--- src/rtl/bdc_pkg.sv ---
// ----------------------------------------------------------------------------
// bdc_pkg
// Shared types, register indexes, error codes and defaults of the brake
// resistor duty controller.
// ----------------------------------------------------------------------------
`timescale 1ns / 1ps
`default_nettype none
package bdc_pkg;

    localparam int PERIOD_COUNTS_DEF   = 4096;
    localparam int DEADTIME_COUNTS_DEF = 20;
    localparam int AXES_DEF            = 2;

    localparam logic [15:0] DUTY_LIMIT = 16'd62259;

    localparam logic [1:0] MODE_TICK   = 2'd0;
    localparam logic [1:0] MODE_ARM    = 2'd1;
    localparam logic [1:0] MODE_DISARM = 2'd2;

    localparam logic [2:0] REG_FLAGS   = 3'd0;
    localparam logic [2:0] REG_RES     = 3'd1;
    localparam logic [2:0] REG_REGEN   = 3'd2;
    localparam logic [2:0] REG_RSTART  = 3'd3;
    localparam logic [2:0] REG_REND    = 3'd4;
    localparam logic [2:0] REG_POSLIM  = 3'd5;
    localparam logic [2:0] REG_NEGLIM  = 3'd6;
    localparam logic [2:0] REG_GAIN    = 3'd7;

    localparam logic [2:0] ERR_NONE     = 3'd0;
    localparam logic [2:0] ERR_RES      = 3'd1;
    localparam logic [2:0] ERR_DUTY     = 3'd2;
    localparam logic [2:0] ERR_OVERCUR  = 3'd3;
    localparam logic [2:0] ERR_REGEN    = 3'd4;
    localparam logic [2:0] ERR_DEADTIME = 3'd5;

    localparam logic [1:0] DIV_SEL_DUTY  = 2'd0;
    localparam logic [1:0] DIV_SEL_RAMP  = 2'd1;
    localparam logic [1:0] DIV_SEL_BRAKE = 2'd2;

    localparam int DIV_DW = 54;
    localparam int DIV_VW = 26;

    typedef struct packed {
        logic       capture;
        logic       mul1;
        logic       div_start;
        logic [1:0] div_sel;
        logic       take_q;
        logic       take_ramp;
        logic       duty;
        logic       mul2;
        logic       mul3;
        logic       take_brake;
        logic       filt;
        logic       finish;
    } cmd_t;

    typedef struct packed {
        logic tick;
        logic err12;
        logic ramp_go;
        logic brake_go;
        logic div_done;
        logic out_free;
    } sts_t;

endpackage
`default_nettype wire

--- src/rtl/bdc_ctrl.sv ---
// ----------------------------------------------------------------------------
// bdc_ctrl
// Sequencer of one item through the datapath.
// ----------------------------------------------------------------------------
`timescale 1ns / 1ps
`default_nettype none
module bdc_ctrl (
    input  wire logic          aclk,
    input  wire logic          aresetn,
    input  wire logic          s_tvalid,
    output logic               s_tready,
    input  wire bdc_pkg::sts_t sts,
    output bdc_pkg::cmd_t      cmd
);
    import bdc_pkg::*;

    localparam logic [3:0] ST_IDLE  = 4'd0;
    localparam logic [3:0] ST_CHECK = 4'd1;
    localparam logic [3:0] ST_MUL1  = 4'd2;
    localparam logic [3:0] ST_DIV1S = 4'd3;
    localparam logic [3:0] ST_DIV1W = 4'd4;
    localparam logic [3:0] ST_DIV2S = 4'd5;
    localparam logic [3:0] ST_DIV2W = 4'd6;
    localparam logic [3:0] ST_DUTY  = 4'd7;
    localparam logic [3:0] ST_MUL2  = 4'd8;
    localparam logic [3:0] ST_MUL3  = 4'd9;
    localparam logic [3:0] ST_DIV3S = 4'd10;
    localparam logic [3:0] ST_DIV3W = 4'd11;
    localparam logic [3:0] ST_FILT  = 4'd12;
    localparam logic [3:0] ST_FIN   = 4'd13;

    logic [3:0] state_reg, state_next;

    always_comb begin
        state_next  = state_reg;
        cmd         = '0;
        cmd.div_sel = DIV_SEL_BRAKE;
        s_tready    = 1'b0;
        unique case (state_reg)
            ST_IDLE: begin
                s_tready    = 1'b1;
                cmd.capture = s_tvalid;
                if (s_tvalid) state_next = ST_CHECK;
            end
            ST_CHECK: begin
                if (!sts.tick || sts.err12) state_next = ST_FIN;
                else if (sts.brake_go)      state_next = ST_MUL1;
                else                        state_next = ST_FILT;
            end
            ST_MUL1: begin
                cmd.mul1   = 1'b1;
                state_next = ST_DIV1S;
            end
            ST_DIV1S: begin
                cmd.div_start = 1'b1;
                cmd.div_sel   = DIV_SEL_DUTY;
                state_next    = ST_DIV1W;
            end
            ST_DIV1W: begin
                if (sts.div_done) begin
                    cmd.take_q = 1'b1;
                    state_next = sts.ramp_go ? ST_DIV2S : ST_DUTY;
                end
            end
            ST_DIV2S: begin
                cmd.div_start = 1'b1;
                cmd.div_sel   = DIV_SEL_RAMP;
                state_next    = ST_DIV2W;
            end
            ST_DIV2W: begin
                if (sts.div_done) begin
                    cmd.take_ramp = 1'b1;
                    state_next    = ST_DUTY;
                end
            end
            ST_DUTY: begin
                cmd.duty   = 1'b1;
                state_next = ST_MUL2;
            end
            ST_MUL2: begin
                cmd.mul2   = 1'b1;
                state_next = ST_MUL3;
            end
            ST_MUL3: begin
                cmd.mul3   = 1'b1;
                state_next = ST_DIV3S;
            end
            ST_DIV3S: begin
                cmd.div_start = 1'b1;
                state_next    = ST_DIV3W;
            end
            ST_DIV3W: begin
                if (sts.div_done) begin
                    cmd.take_brake = 1'b1;
                    state_next     = ST_FILT;
                end
            end
            ST_FILT: begin
                cmd.filt   = 1'b1;
                state_next = ST_FIN;
            end
            ST_FIN: begin
                if (sts.out_free) begin
                    cmd.finish = 1'b1;
                    state_next = ST_IDLE;
                end
            end
            default: state_next = ST_IDLE;
        endcase
    end

    always_ff @(posedge aclk) begin
        if (!aresetn) begin
            state_reg <= ST_IDLE;
        end else begin
            state_reg <= state_next;
        end
    end
endmodule
`default_nettype wire

--- config.mk ---
export PLATFORM = sky130hd
export DESIGN_NAME = bdc_ctrl
export DESIGN_NICKNAME = d
export VERILOG_FILES = /design/src/rtl/bdc_pkg.sv /design/src/rtl/bdc_ctrl.sv
export SDC_FILE = /design/constraint.sdc
export NUM_CORES = 1
export LEC_CHECK = 0
export BUFFER_PORTS_ARGS = -buffer_cell sky130_fd_sc_hd__buf_4
export CORE_MARGIN = 2
export CORE_UTILIZATION = 38
export DETAILED_ROUTE_END_ITERATION = 10
export PLACE_DENSITY = 0.64
export SYNTH_ARGS = -nofsm -noshare
export SYNTH_HDL_FRONTEND = slang
export SYNTH_SLANG_ARGS = --single-unit
--- constraint.sdc ---
create_clock -name aclk -period 2.9 [get_ports aclk]
set_input_delay 0.725 -clock aclk [delete_from_list [all_inputs] [get_ports aclk]]
set_output_delay 0.725 -clock aclk [all_outputs]
set_load 0.01 [all_outputs]
**After elaboration in Yosys (flattened, before gate mapping)**

Index checks and enable logic that the tools add are counted.

- Flip-flop bits (word level): 4

- Mux-type cells: 24
- Equality and inequality tests: 18
- Reductions and logical operators: 5

Operators by type and width:

| kind | number |
|---|---|
| one-hot mux 4 bit (14 select lines) | 1 |
| two-way mux 4 bit | 7 |
| == test 4 bit (second input constant) | 6 |
| == test 4 x 3 -> 1 bit (second input constant) | 4 |
| two-way mux 1 bit | 14 |
| inequality test 2 bit (second input constant) | 5 |
| == test 4 x 2 -> 1 bit (second input constant) | 2 |
| AND reduction 5 bit | 1 |
| == test 4 x 1 -> 1 bit (second input constant) | 1 |
| logical NOT 4 bit | 1 |
| one-hot mux 2 bit (2 select lines) | 1 |
| OR reduction 3 bit | 1 |
| two-way mux 2 bit | 1 |
| logical NOT 1 bit | 1 |
| logical OR 1 bit | 1 |

**Depth between registers and ports, before layout**

- Word-level depth: 4
- Gate-level depth with buffers: 6
- Depth with buffers taken out: 4

**Worst setup path after synthesis**

OpenSTA, ideal clock, no wires.

- Path type: flip-flop to output port
- From: register state_reg[3]
- To: output port cmd[12] in the netlist's numbering
- Path slack: 862 ps
- Data arrival time: 1313 ps
- Stages on the path, launching flop included: 5
- Required time: 2175 ps
- Cells stage by stage: dfxtp_1 buf_4 buf_2 nor4_1 and2_1

RTL lines:

| element | RTL line | text |
|---|---|---|
| start, declared | bdc_ctrl.sv:32 | `logic [3:0] state_reg, state_next;` |
| start signal, assigned | bdc_ctrl.sv:116 | `state_reg <= state_next;` |
| end, declared | bdc_ctrl.sv:13 | `output bdc_pkg::cmd_t cmd` |

==> impl_metrics.env <==
export IMPL_synthesis_instances=78
export IMPL_path_clk_slew_ns=0.04
export IMPL_n_antenna_cell=0
export IMPL_clk_insertion_delay_late_ns=0.23
export IMPL_std_cell_rows=13
export IMPL_finalSetupTns_ns=0
export IMPL_met2_usage_pct=23.1
export IMPL_drive_gt1_share_pct=33.3
export IMPL_gp_congestion=0.768
export IMPL_async_reset_ff_share_pct=0
export IMPL_routed_via_density=5.58
export IMPL_syn_area_um2=533
export IMPL_drtIter0Drc=21
export IMPL_avgSynthCellArea_um2=6.83
export IMPL_largest_reg_flops=4
export IMPL_via_count=619
export IMPL_cellPowerDensity_mw_per_mm2=1010
export IMPL_antenna_found_initial=0
export IMPL_initial_core_util_pct=41.0
export IMPL_endpoint_kind="primary output"
export IMPL_synthToLayoutAreaGrowth_pct=31.0
export IMPL_cts_sinks=4
export IMPL_syn_num_nets=87
export IMPL_grt_ovfl_total=0
export IMPL_ant_nets=0
export IMPL_hpwlAfterDp_um=941
export IMPL_cp_start_kind="register"
export IMPL_cts_resized_gates=0
export IMPL_grt_pass1_vias=451
export IMPL_final_common_cell="buf_4"
export IMPL_die_area_mm2=0.00172
export IMPL_cts_hold_buf=0
export IMPL_grt_max_degree=23
export IMPL_grt_busiest_layer="met2"
export IMPL_fmax_mhz=422
export IMPL_p_total_uw=703
export IMPL_cts_buffers=3
export IMPL_clock_path_buffers=2
export IMPL_slew_headroom_pct=53.2
export IMPL_nets=107
export IMPL_status="finished clean"
export IMPL_htree_num_levels=1
export IMPL_ios=23
export IMPL_min_path_type="register to register"
export IMPL_rsz0062_at_grt="no"
export IMPL_dr_pass1_iters=4
export IMPL_coreArea_mm2=0.00130
export IMPL_cts_root_buf="clkbuf_4"
export IMPL_drt_wl_total_mm=1.34
export IMPL_fillers=139
export IMPL_ys_warn_count=0
export IMPL_p_leak_nw=0.299
export IMPL_synth_edff_count=0
export IMPL_period_needed_ns=2.37
export IMPL_path_cells="nand2_1 > or2_2 > inv_1 > buf_4"
export IMPL_crit_required_ns=2.17
export IMPL_yosys_register_bits=4
export IMPL_ys_seq_area_share_pct=15.0
export IMPL_tritoncts="done"
export IMPL_ir_drop_uv=525
export IMPL_max_stage_delay_ns=0.76
export IMPL_final_cell_mix="23 x buf_4, 8 x nor2_1, 6 x nor3_1, 6 x a21oi_1, 5 x nand2_1"
export IMPL_grt_first_pass_wirelength_mm=2.09
export IMPL_postCtsSetupRepairBufs=0
export IMPL_fp_dieH_um=41.5
export IMPL_synth_distinct_cells=34
export IMPL_grtUsageMet1_pct=20.8
export IMPL_grt_util_met3_pct=5.22
export IMPL_synth_flop_cell="dfxtp_1"
export IMPL_final_max_slew_viol_count=0
export IMPL_post_drt_wl_per_cell_um=12.1
export IMPL_worstSetupPathType="register to primary output"
export IMPL_path_max_fanout=22
export IMPL_post_route_drc_count=0
export IMPL_finalHoldViolations=0
export IMPL_finClkSkew_ns=0.00313
export IMPL_period_share_pct=81.8
export IMPL_drv_cap=0
export IMPL_arrival_ns=1.65
export IMPL_track_usage_pct=14.8
export IMPL_setup_viol=0
export IMPL_die_w_um=41.5
export IMPL_worstMarginPinSlew_ns=0.701
export IMPL_port_buffers=22
export IMPL_dp_cells=108
export IMPL_fin_cells=111
export IMPL_worst_path_max_delay_cell="dfxtp_1"
worst max-delay path: cells and delay by family (launching register included):
kind | cells | cell delay, ns
simple gates | 2 | 0.48
flops | 1 | 0.76
buf+inv | 2 | 0.17
area by class of cell:
cell class	count	area (µm²)	area share, %
Sequential cell	4	80.1	11.5
Timing Repair Buffer	23	173	24.7
Inverter	4	15.0	2.15
Tap cell	15	18.8	2.69
Clock buffer	3	22.5	3.23
Multi-Input combinational cell	62	389	55.7
cells by family after synthesis:
family,synth area share (%)
buffers and inverters,12.0
AO/OA/AOI/OAI,27.2
AND/OR/NAND/NOR,42.5
flip-flops,15.0
XOR/XNOR,3.29
cells in the mapped netlist (2+ instances only):
| library cell | instances | area, µm² |
|---|---|---|
| a21oi_1 | 6 | 30.0 |
| buf_2 | 6 | 30.0 |
| dfxtp_1 | 4 | 80.1 |
| inv_1 | 4 | 15.0 |
| nand2_1 | 5 | 18.8 |
| nand2b_1 | 4 | 25.0 |
| nand3_1 | 3 | 15.0 |
| nand4b_1 | 3 | 26.3 |
| nor2_1 | 8 | 30.0 |
| nor3_1 | 6 | 30.0 |
| nor3b_1 | 2 | 15.0 |
| o211ai_1 | 2 | 15.0 |
| o21a_1 | 2 | 15.0 |
| or2_2 | 2 | 12.5 |
| xor2_1 | 2 | 17.5 |
where the power goes:
group / total, mW / internal, mW / switching, mW
clock: 0.0687 / 0.0463 / 0.0225
combinational: 0.441 / 0.229 / 0.212
sequential: 0.194 / 0.0819 / 0.112
total: 0.703 / 0.357 / 0.347
through the flow:
stage               util [%]  instance area (µm²)  setup slack, ns  hold WS, ns
CTS                     53.7                  698            0.516        0.690
global route            53.7                  698            0.374        0.728
floorplan                  -                  533            0.862        0.683
detailed placement      51.9                  676            0.775        0.682
finish                  53.7                  698            0.528        0.687
global placement        51.9                  676            0.799        0.694
final timing paths:
path	from	end	depth (start not counted)	slack [ns]
max	state_reg[2]$_SDFFE_PN0P_	cmd[5]	4	0.53
max reg2reg	state_reg[2]$_SDFFE_PN0P_	state_reg[0]$_SDFFE_PN0P_	4	1.16
min reg2reg	state_reg[1]$_SDFFE_PN0P_	state_reg[1]$_SDFFE_PN0P_	3	0.69
min	state_reg[1]$_SDFFE_PN0P_	state_reg[1]$_SDFFE_PN0P_	3	0.69
layer usage:
| layer | part of all wire, % | vias to the layer above |
|---|---|---|
| li1 | - | 315 |
| met1 | 45 | 280 |
| met2 | 48 | 24 |
| met3 | 6.2 | 0 |
| met4 | 0 | 0 |
| met5 | 0 | - |
Note: power is estimated with default switching activity, not from simulation.
